$ cat src/design/ioir_pkg.sv
// ----------------------------------------------------------------------------
// ioir_pkg: shared types and constants for the interrupt redirector
// Operation and result codes, window offsets and controller/datapath links.
// ----------------------------------------------------------------------------
package ioir_pkg;

    localparam logic [1:0] OP_READ  = 2'd0;
    localparam logic [1:0] OP_WRITE = 2'd1;
    localparam logic [1:0] OP_PIN   = 2'd2;

    localparam logic [1:0] KIND_READ  = 2'd0;
    localparam logic [1:0] KIND_DELIV = 2'd1;
    localparam logic [1:0] KIND_ERROR = 2'd2;

    localparam logic [7:0] ADDR_SELECT = 8'h00;
    localparam logic [7:0] ADDR_DATA   = 8'h10;

    localparam logic [7:0] SEL_ID      = 8'h00;
    localparam logic [7:0] SEL_VERSION = 8'h01;
    localparam logic [7:0] SEL_ARB     = 8'h02;
    localparam logic [7:0] SEL_TABLE   = 8'h10;

    localparam logic [2:0] MODE_EXTINT = 3'd7;
    localparam logic [31:0] ENTRY_RESET_LO = 32'h0001_0000;

    // entry bit positions
    localparam int BIT_STATUS  = 12;
    localparam int BIT_TRIGGER = 15;
    localparam int BIT_MASK    = 16;

    // controller -> datapath commands
    typedef struct packed {
        logic load;      // capture the request
        logic exec;      // perform register access / pin update
        logic scan_init; // start rescan at pin 0
        logic scan_step; // visit current pin
        logic out_load;  // load output register from current step
    } ioir_cmd_t;

    // datapath -> controller status
    typedef struct packed {
        logic has_result;  // register access gives one result
        logic start_scan;  // access/pin event needs a rescan
        logic scan_hit;    // current pin emits a delivery
        logic scan_done;   // current pin is the last one
        logic more_hits;   // any hit remains after the current pin
    } ioir_stat_t;

endpackage

$ cat src/design/ioir_datapath.sv
// ----------------------------------------------------------------------------
// ioir_datapath: register file, redirection table and scan datapath
// Holds all architectural state and forms the result payload.
// ----------------------------------------------------------------------------
module ioir_datapath #(
    parameter int NUM_PINS     = 24,
    parameter int RESET_ID     = 1,
    parameter logic [31:0] VERSION_WORD = 32'd1507345
) (
    input  logic                clk,
    input  logic                rst_n,
    input  ioir_pkg::ioir_cmd_t cmd,
    output ioir_pkg::ioir_stat_t stat,
    input  logic [1:0]          operation,
    input  logic [7:0]          address,
    input  logic [31:0]         write_data,
    input  logic [4:0]          pin,
    input  logic                level,
    input  logic                bus_accepts,
    input  logic [7:0]          external_vector,
    output logic [1:0]          kind,
    output logic [31:0]         read_data,
    output logic [7:0]          vector,
    output logic [7:0]          destination,
    output logic [2:0]          deliv_mode,
    output logic                logical_destination,
    output logic                active_low,
    output logic                level_triggered,
    output logic [4:0]          source_pin,
    output logic                last
);
    import ioir_pkg::*;

    localparam int PW = (NUM_PINS > 1) ? $clog2(NUM_PINS) : 1;

    // captured request
    logic [1:0]  op_reg;
    logic [7:0]  addr_reg;
    logic [31:0] wdata_reg;
    logic [4:0]  pin_reg;
    logic        level_reg;
    logic        acc_reg;
    logic [7:0]  extv_reg;

    // architectural state
    logic [7:0]          sel_reg;
    logic [3:0]          id_reg;
    logic [63:0]         tbl_reg [NUM_PINS];
    logic [NUM_PINS-1:0] lvl_reg;
    logic [NUM_PINS-1:0] pend_reg;
    logic [PW-1:0]       scan_reg;

    // result staging from register access
    logic [1:0]  acc_kind;
    logic [31:0] acc_data;

    // decode of the table index from select
    logic [7:0]    sel_off;
    logic          sel_is_entry;
    logic [PW-1:0] sel_idx;
    logic          pin_ok;
    logic [PW-1:0] pin_idx;

    // scan hits: pending and unmasked, and pins after the current one
    logic [NUM_PINS-1:0] hit_vec;
    logic [NUM_PINS-1:0] later;

    always_comb
    begin
        sel_off      = sel_reg - SEL_TABLE;
        sel_is_entry = (sel_reg >= SEL_TABLE) && ({1'b0, sel_off[7:1]} < NUM_PINS);
        sel_idx      = PW'(sel_off[7:1]);
        pin_ok       = ({3'b0, pin_reg} < NUM_PINS);
        pin_idx      = PW'(pin_reg);
    end

    // register access decode and scan status
    always_comb
    begin
        acc_kind = KIND_READ;
        acc_data = '0;
        stat.has_result = 1'b0;
        stat.start_scan = 1'b0;
        unique case (op_reg)
            OP_READ:
            begin
                stat.has_result = 1'b1;
                if (addr_reg == ADDR_SELECT)
                    acc_data = {24'b0, sel_reg};
                else if (addr_reg != ADDR_DATA)
                    acc_kind = KIND_ERROR;
                else if (sel_reg == SEL_ID)
                    acc_data = {4'b0, id_reg, 24'b0};
                else if (sel_reg == SEL_VERSION)
                    acc_data = VERSION_WORD;
                else if (sel_reg == SEL_ARB)
                    acc_data = '0;
                else if (sel_is_entry)
                    acc_data = sel_reg[0] ? tbl_reg[sel_idx][63:32]
                                          : tbl_reg[sel_idx][31:0];
                else
                    acc_kind = KIND_ERROR;
            end
            OP_WRITE:
            begin
                if (addr_reg == ADDR_SELECT || sel_reg == SEL_ID ||
                    sel_reg == SEL_VERSION || sel_reg == SEL_ARB)
                begin
                    if (addr_reg != ADDR_SELECT && addr_reg != ADDR_DATA)
                    begin
                        stat.has_result = 1'b1;
                        acc_kind = KIND_ERROR;
                    end
                end
                else if (addr_reg != ADDR_DATA || !sel_is_entry)
                begin
                    stat.has_result = 1'b1;
                    acc_kind = KIND_ERROR;
                end
                else
                    stat.start_scan = 1'b1;
            end
            OP_PIN:
                stat.start_scan = pin_ok && level_reg && !lvl_reg[pin_idx];
            default: ;
        endcase
        stat.scan_hit  = hit_vec[scan_reg];
        stat.scan_done = (int'(scan_reg) == NUM_PINS - 1);
        stat.more_hits = |(hit_vec & later);
    end

    // hit vector over all pins
    always_comb
    begin
        for (int i = 0; i < NUM_PINS; i++)
        begin
            hit_vec[i] = pend_reg[i] && !tbl_reg[i][BIT_MASK];
            later[i]   = (i > int'(scan_reg));
        end
    end

    logic [63:0] cur_e;
    assign cur_e = tbl_reg[scan_reg];

    // state update
    always_ff @(posedge clk or negedge rst_n)
    begin
        if (!rst_n)
        begin
            sel_reg  <= '0;
            id_reg   <= 4'(RESET_ID);
            lvl_reg  <= '0;
            pend_reg <= '0;
            scan_reg <= '0;
            for (int i = 0; i < NUM_PINS; i++)
                tbl_reg[i] <= {32'b0, ENTRY_RESET_LO};
        end
        else
        begin
            if (cmd.exec)
            begin
                if (op_reg == OP_WRITE && addr_reg == ADDR_SELECT)
                    sel_reg <= wdata_reg[7:0];
                else if (op_reg == OP_WRITE && addr_reg == ADDR_DATA)
                begin
                    if (sel_reg == SEL_ID)
                        id_reg <= wdata_reg[27:24];
                    else if (sel_reg != SEL_VERSION && sel_reg != SEL_ARB && sel_is_entry)
                    begin
                        if (sel_reg[0])
                            tbl_reg[sel_idx][63:32] <= wdata_reg;
                        else
                            tbl_reg[sel_idx][31:0] <= wdata_reg;
                    end
                end
                else if (op_reg == OP_PIN && pin_ok && (level_reg != lvl_reg[pin_idx]))
                begin
                    lvl_reg[pin_idx] <= level_reg;
                    if (level_reg)
                        pend_reg[pin_idx] <= 1'b1;
                    else if (tbl_reg[pin_idx][BIT_TRIGGER])
                        pend_reg[pin_idx] <= 1'b0;
                end
            end
            if (cmd.scan_init)
                scan_reg <= '0;
            else if (cmd.scan_step)
            begin
                if (stat.scan_hit)
                begin
                    if (acc_reg)
                    begin
                        if (!cur_e[BIT_TRIGGER])
                            pend_reg[scan_reg] <= 1'b0;
                        tbl_reg[scan_reg][BIT_STATUS] <= 1'b0;
                    end
                    else
                        tbl_reg[scan_reg][BIT_STATUS] <= 1'b1;
                end
                if (!stat.scan_done)
                    scan_reg <= scan_reg + PW'(1);
            end
        end
    end

    // request capture
    always_ff @(posedge clk)
    begin
        if (cmd.load)
        begin
            op_reg    <= operation;
            addr_reg  <= address;
            wdata_reg <= write_data;
            pin_reg   <= pin;
            level_reg <= level;
            acc_reg   <= bus_accepts;
            extv_reg  <= external_vector;
        end
    end

    // output register
    always_ff @(posedge clk)
    begin
        if (cmd.out_load)
        begin
            if (cmd.scan_step)
            begin
                kind                <= KIND_DELIV;
                read_data           <= '0;
                deliv_mode          <= cur_e[10:8];
                vector              <= (cur_e[10:8] == MODE_EXTINT) ? extv_reg : cur_e[7:0];
                destination         <= cur_e[63:56];
                logical_destination <= cur_e[11];
                active_low          <= cur_e[13];
                level_triggered     <= cur_e[15];
                source_pin          <= 5'(scan_reg);
                last                <= stat.scan_done || !stat.more_hits;
            end
            else
            begin
                kind                <= acc_kind;
                read_data           <= (acc_kind == KIND_READ) ? acc_data : '0;
                deliv_mode          <= '0;
                vector              <= '0;
                destination         <= '0;
                logical_destination <= 1'b0;
                active_low          <= 1'b0;
                level_triggered     <= 1'b0;
                source_pin          <= '0;
                last                <= 1'b1;
            end
        end
    end

endmodule

$ cat src/design/ioir_ctrl.sv
// ----------------------------------------------------------------------------
// ioir_ctrl: sequencer for access, rescan and result handoff
// Takes one request, runs its access, walks the pins and feeds the output.
// ----------------------------------------------------------------------------
module ioir_ctrl (
    input  logic                 clk,
    input  logic                 rst_n,
    input  logic                 valid,
    output logic                 ready,
    output logic                 out_valid,
    input  logic                 out_ready,
    output ioir_pkg::ioir_cmd_t  cmd,
    input  ioir_pkg::ioir_stat_t stat
);
    import ioir_pkg::*;

    localparam logic [1:0] S_IDLE = 2'd0;
    localparam logic [1:0] S_EXEC = 2'd1;
    localparam logic [1:0] S_SCAN = 2'd2;
    localparam logic [1:0] S_WAIT = 2'd3;

    logic [1:0] state_reg, state_next;
    logic       ov_reg, ov_next;
    logic       slot_free;

    assign slot_free = !ov_reg || out_ready;
    assign out_valid = ov_reg;
    assign ready     = (state_reg == S_IDLE);

    always_comb
    begin
        state_next = state_reg;
        ov_next    = ov_reg && !out_ready;
        cmd        = '0;
        unique case (state_reg)
            S_IDLE:
                if (valid)
                begin
                    cmd.load   = 1'b1;
                    state_next = S_EXEC;
                end
            S_EXEC:
                if (stat.has_result)
                begin
                    if (slot_free)
                    begin
                        cmd.out_load = 1'b1;
                        ov_next      = 1'b1;
                        state_next   = S_IDLE;
                    end
                end
                else
                begin
                    cmd.exec = 1'b1;
                    if (stat.start_scan)
                    begin
                        cmd.scan_init = 1'b1;
                        state_next    = S_SCAN;
                    end
                    else
                        state_next = S_IDLE;
                end
            S_SCAN:
                if (!stat.scan_hit || slot_free)
                begin
                    cmd.scan_step = 1'b1;
                    if (stat.scan_hit)
                    begin
                        cmd.out_load = 1'b1;
                        ov_next      = 1'b1;
                    end
                    if (stat.scan_done || (stat.scan_hit && !stat.more_hits))
                        state_next = S_WAIT;
                end
            S_WAIT:
                state_next = S_IDLE;
            default:
                state_next = S_IDLE;
        endcase
    end

    always_ff @(posedge clk or negedge rst_n)
    begin
        if (!rst_n)
        begin
            state_reg <= S_IDLE;
            ov_reg    <= 1'b0;
        end
        else
        begin
            state_reg <= state_next;
            ov_reg    <= ov_next;
        end
    end

    // a loaded result never overwrites one still waiting
    a_no_overwrite: assert property (@(posedge clk) disable iff (!rst_n)
        cmd.out_load |-> (!ov_reg || out_ready))
        else $error("result overwritten");
    // a step only happens while scanning
    a_step_in_scan: assert property (@(posedge clk) disable iff (!rst_n)
        cmd.scan_step |-> state_reg == S_SCAN)
        else $error("scan step outside scan");
    // a request is taken only when idle and leads into EXEC
    a_load_idle: assert property (@(posedge clk) disable iff (!rst_n)
        cmd.load |=> state_reg == S_EXEC)
        else $error("load sequence broken");

endmodule

$ cat src/design/io_interrupt_redirector_top.sv
// ----------------------------------------------------------------------------
// io_interrupt_redirector_top: indirect-window I/O interrupt redirector
// Register window, 24-entry redirection table and in-order delivery rescan.
// ----------------------------------------------------------------------------
// Channel   Handshake            Payload
// input     valid / ready        operation address write_data pin level
//                                bus_accepts external_vector
// output    out_valid/out_ready  kind read_data vector destination
//                                deliv_mode logical_destination active_low
//                                level_triggered source_pin last
//
// A register access runs in the EXEC state, and a rescan walks the table from pin 0:
// the scan visits one table entry per cycle.
// Output stalls hold the scan on a hit pin; the output register frees the
// block to take the next request while the final result waits.
// Reset is asynchronous; table entries reset to masked.
// ----------------------------------------------------------------------------
module io_interrupt_redirector_top #(
    parameter int NUM_PINS     = 24,
    parameter int RESET_ID     = 1,
    parameter logic [31:0] VERSION_WORD = 32'd1507345
) (
    input  logic        clk,
    input  logic        rst_n,
    input  logic        valid,
    output logic        ready,
    input  logic [1:0]  operation,
    input  logic [7:0]  address,
    input  logic [31:0] write_data,
    input  logic [4:0]  pin,
    input  logic        level,
    input  logic        bus_accepts,
    input  logic [7:0]  external_vector,
    output logic        out_valid,
    input  logic        out_ready,
    output logic [1:0]  kind,
    output logic [31:0] read_data,
    output logic [7:0]  vector,
    output logic [7:0]  destination,
    output logic [2:0]  deliv_mode,
    output logic        logical_destination,
    output logic        active_low,
    output logic        level_triggered,
    output logic [4:0]  source_pin,
    output logic        last
);
    import ioir_pkg::*;

    ioir_cmd_t  cmd;
    ioir_stat_t stat;

    ioir_ctrl u_ctrl (
        .clk       (clk),
        .rst_n     (rst_n),
        .valid     (valid),
        .ready     (ready),
        .out_valid (out_valid),
        .out_ready (out_ready),
        .cmd       (cmd),
        .stat      (stat)
    );

    ioir_datapath #(
        .NUM_PINS     (NUM_PINS),
        .RESET_ID     (RESET_ID),
        .VERSION_WORD (VERSION_WORD)
    ) u_dp (
        .clk                 (clk),
        .rst_n               (rst_n),
        .cmd                 (cmd),
        .stat                (stat),
        .operation           (operation),
        .address             (address),
        .write_data          (write_data),
        .pin                 (pin),
        .level               (level),
        .bus_accepts         (bus_accepts),
        .external_vector     (external_vector),
        .kind                (kind),
        .read_data           (read_data),
        .vector              (vector),
        .destination         (destination),
        .deliv_mode          (deliv_mode),
        .logical_destination (logical_destination),
        .active_low          (active_low),
        .level_triggered     (level_triggered),
        .source_pin          (source_pin),
        .last                (last)
    );

endmodule
$ cat config.mk
export PLATFORM = sky130hd
export DESIGN_NAME = io_interrupt_redirector_top
export DESIGN_NICKNAME = d
export VERILOG_FILES = /design/src/design/ioir_pkg.sv /design/src/design/ioir_datapath.sv /design/src/design/ioir_ctrl.sv /design/src/design/io_interrupt_redirector_top.sv
export SDC_FILE = /design/constraint.sdc
export NUM_CORES = 2
export LEC_CHECK = 0
export BUFFER_PORTS_ARGS = -buffer_cell sky130_fd_sc_hd__clkbuf_2
export CORE_ASPECT_RATIO = 1.5
export CORE_MARGIN = 10
export CORE_UTILIZATION = 30
export DETAILED_ROUTE_END_ITERATION = 10
export SYNTH_ARGS = -nofsm -noshare
export SYNTH_HDL_FRONTEND = slang
export SYNTH_HIERARCHICAL = 1
export SYNTH_SLANG_ARGS = --single-unit
export TNS_END_PERCENT = 5
$ cat constraint.sdc
create_clock -name clk -period 12.74 [get_ports clk]
set_input_delay 1.274 -clock clk [delete_from_list [all_inputs] [get_ports clk]]
set_output_delay 1.274 -clock clk [all_outputs]
set_load 0.02 [all_outputs]
==> parameters.txt <==
Parameter                              Value

Power
  Clock share of power ... 0.412
  Cell-internal power ... 9.23 mW
  Sequential fraction of design power ... 0.452
  Static power due to leakage ... 42.6 nW
  Max rail drop VDD ... 155 uV
  Net Switching ... 3.63 mW
  Switching Share ... 0.282
  Combinational group share of total power ... 0.136
  PwrDens ... 138 nW/um^2

Critical path
  Data arrival at the endpoint of the critical path ... 8140 ps
  Element type at the critical path start ... flop
  Path type of the worst setup path ... flop to flop
  Required time reported for the critical path endpoint ... 13,430 ps
  CP Capture Type ... flop
  Largest driver fanout on the critical path ... 23

Floorplan
  Initial Utilization ... 0.301
  I/O pins ... 125
  Total Die Area ... 298,000 sq um
  Core footprint ... 275,000 sq um
  Height of the die ... 664 um
  Chip Width ... 449 um
  Row cnt ... 236

Route
  Number of nets with antenna violations after routing ... 0
  Met2 Routed Length ... 128,000 um
  DR vias ... 48,693
  Final wirelength ... 255,000 um
  Wirelength per Cell ... 28.3 um
  Wire length on met3 ... 13,800 um
  Remaining design rule violation count ... 0
  Initial DRT Pass Iterations ... 6
  Drt first-iter violations ... 3,723
  Max Used Layer ... met5
  Sum of routed wire segments on met1 ... 100,000 um
  Post-detailed-route via-to-cell ratio ... 5.40

Finish
  Final-stage net count ... 5,268
  Max FFs per register ... 1,536
  Count of fill cells added during filler insertion ... 26,405
  Area growth syn-to-layout ... 12.3%
  Fraction of final layout cells with drive strength greater than 1 ... 0.525

Global routing
  Maximum number of pins on one net before global-route repair ... 187
  Wire length of the first global-routing pass ... 374,000 um
  Grt total ovfl ... 0
  Number of global-route vias before repair ... 51,831
  Initial antenna violation count ... 12
  Total GRT Usage ... 0.166

Synth
  Most common cell in the synthesized netlist ... sky130_fd_sc_hd__dfrtp_1
  Yosys reg bits ... 1,723
  Cells after synthesis ... 5,280
  Dominant cell type by area after synthesis ... sky130_fd_sc_hd__dfrtp_1
  Commonest cells in the netlist ... sky130_fd_sc_hd__dfrtp_1, sky130_fd_sc_hd__mux2_2, sky130_fd_sc_hd__mux4_2
  Post-synthesis async set-or-reset flop share ... 0.931
  Syn Nets ... 5,358
  Netlist area before placement ... 83,000 sq um
  Synth warn ... 6
  Netlist cell types ... 77
  Top-area cell type share of the netlist area ... 0.476
  Fraction of the yosys area taken by sequential cells ... 0.527
  Flip-flop cell with the highest count after synthesis ... sky130_fd_sc_hd__dfrtp_1
  Synth area leaders ... sky130_fd_sc_hd__dfrtp_1, sky130_fd_sc_hd__mux2_2, sky130_fd_sc_hd__mux4_2
  Synthesized area per cell ... 15.7 sq um
  EDFF count, synth ... 119

Timing
  Fin Setup TNS ... 0 ps
  Unrepaired setup endpoints after global routing ... no
  Max Clock Skew ... 53.3 ps
  Final clock period utilization by the worst path ... 0.585
  Number of pins with negative max-slew slack in the final report ... 0
  Highest clock rate ... 134 MHz
  Pin slew with the least headroom to its limit ... 1250 ps
  Final hold vios ... 0
  Minimum clock period after layout ... 7450 ps
  Worst relative slew slack ... 0.164
  Final hold slack ... 458 ps
  Number of endpoints failing setup at the final stage ... 0

Placed design
  Final Wtd Congestion ... 0.843
  HPWL Detailed ... 155,000 um
  # port buffers ... 124

Hold path
  Worst hold path type ... input pin to async pin

Clock network
  CTS Root Cell ... sky130_fd_sc_hd__clkbuf_16
  Number of buffers inserted during clock tree synthesis ... 172
  Cells resized by post-CTS repair ... 0
  Setup Fix Bufs, Post-CTS ... 0
  Clock latency reported for the late side of the worst-skew pair ... 840 ps
  CTS tree ... done
  Number of clock sinks ... 1,723
  Level count of the clock H-tree ... 4
  CTS hold repair buffers ... 0
  Number of buffers between clock root and the deepest sink ... 4
  Clock transition at the registers of the reported paths ... 70 ps

Run
  Number of violations of the max-capacitance limit ... 0

Run status
  Result of the run ... complete, no violations
per-layer routing:
metal	vias to the layer above	GRT usage
met5	-	0
met4	4	0.0738
met3	535	0.0269
met2	1529	0.287
met1	26764	0.204
li1	19861	-
through the flow:
stage,util,instance area [sq um],instances,setup WS [ps],power [mW]
3_5_place_dp,0.317,87400,8705,5540,7.69
3_3_place_gp,0.317,87400,8705,5600,7.66
6_report,0.338,93200,9009,5290,12.9
4_1_cts,0.338,93200,9007,5530,13.0
2_1_floorplan,-,83000,5280,4710,6.92
5_1_grt,0.338,93200,9008,5270,13.3
cell type report:
cell class | instances | area (sq um) | share of cell area
clock inverters | 54 | 648 | 0.00696
clock buffers | 248 | 5140 | 0.0551
multi-input cells | 3001 | 37100 | 0.398
diodes | 2 | 5.00 | 0.0000537
repair buffers | 269 | 1850 | 0.0198
flip-flops and latches | 1723 | 43800 | 0.470
well taps | 3689 | 4620 | 0.0495
inverters | 23 | 86.3 | 0.000926
cells by family after synthesis:
| logic type | Yosys count | share of synthesized area |
|---|---|---|
| simple gates | 420 | 0.0260 |
| mux | 2268 | 0.392 |
| flops | 1723 | 0.527 |
| compound gates | 294 | 0.0235 |
| fa+ha+maj | 17 | 0.00256 |
| xor+xnor | 2 | 0.000211 |
| buf+inv | 556 | 0.0283 |
critical path, stage by stage (launching register included):
cell                       delay, ps
sky130_fd_sc_hd__dfrtp_4         640
sky130_fd_sc_hd__inv_2           540
sky130_fd_sc_hd__buf_4           500
sky130_fd_sc_hd__ha_1            260
sky130_fd_sc_hd__nor4bb_1        450
sky130_fd_sc_hd__a31oi_2         320
sky130_fd_sc_hd__a31oi_1         710
sky130_fd_sc_hd__o21bai_1        230
sky130_fd_sc_hd__nor2b_1         630
sky130_fd_sc_hd__inv_1           160
sky130_fd_sc_hd__or3_1           520
sky130_fd_sc_hd__nor2_1          390
sky130_fd_sc_hd__nand4_1         890
sky130_fd_sc_hd__buf_4           630
sky130_fd_sc_hd__mux2_2          350
final timing paths:
path | from | to | slack (ps) | cells past startpoint
setup / recovery | u_dp/sel_reg[4]$_DFFE_PN0P_ | u_dp/tbl_reg[233]$_DFFE_PN0P_ | 5290 | 14
hold / removal | rst_n | u_dp/tbl_reg[149]$_DFFE_PN0P_ | 460 | 1
setup reg to reg | u_dp/sel_reg[4]$_DFFE_PN0P_ | u_dp/tbl_reg[233]$_DFFE_PN0P_ | 5290 | 14
hold reg to reg | u_dp/tbl_reg[922]$_DFFE_PN0P_ | u_dp/tbl_reg[922]$_DFFE_PN0P_ | 490 | 1
max in group asynchronous | rst_n | u_dp/tbl_reg[411]$_DFFE_PN0P_ | 9090 | 4
min in group clk | u_dp/tbl_reg[922]$_DFFE_PN0P_ | u_dp/tbl_reg[922]$_DFFE_PN0P_ | 490 | 1
power groups by stage:
stage	clock network, mW	registers (mW)	logic (mW)
final	5.30	5.80	1.75
after global routing	5.63	5.82	1.86
after CTS	5.44	5.81	1.78
after detailed placement	0	5.91	1.78
after global placement	0	5.91	1.75
after floorplan	0	5.86	1.05
cells in the final DEF, fill, tap and decap left out, drive strengths merged, types with 13 or more instances in the layout:
cell type,synthesis,routed
clkbuf,282,371
o22ai,15,15
mux2i,102,102
o211ai,17,17
and2,35,35
nand3,26,26
clkinv,2,38
o31ai,26,26
inv,21,23
a21oi,48,48
ha,17,17
mux2,1534,1534
nor2,35,35
mux4,632,632
nand2,188,188
nor2b,13,13
dfstp,25,25
buf,251,146
bufinv,0,13
a31oi,16,16
dfrtp,1579,1579
nor3,23,23
edfxtp,119,119
a22oi,28,28
o21ai,80,80
nand2b,29,29
Note: power is estimated with default switching activity, not from simulation.
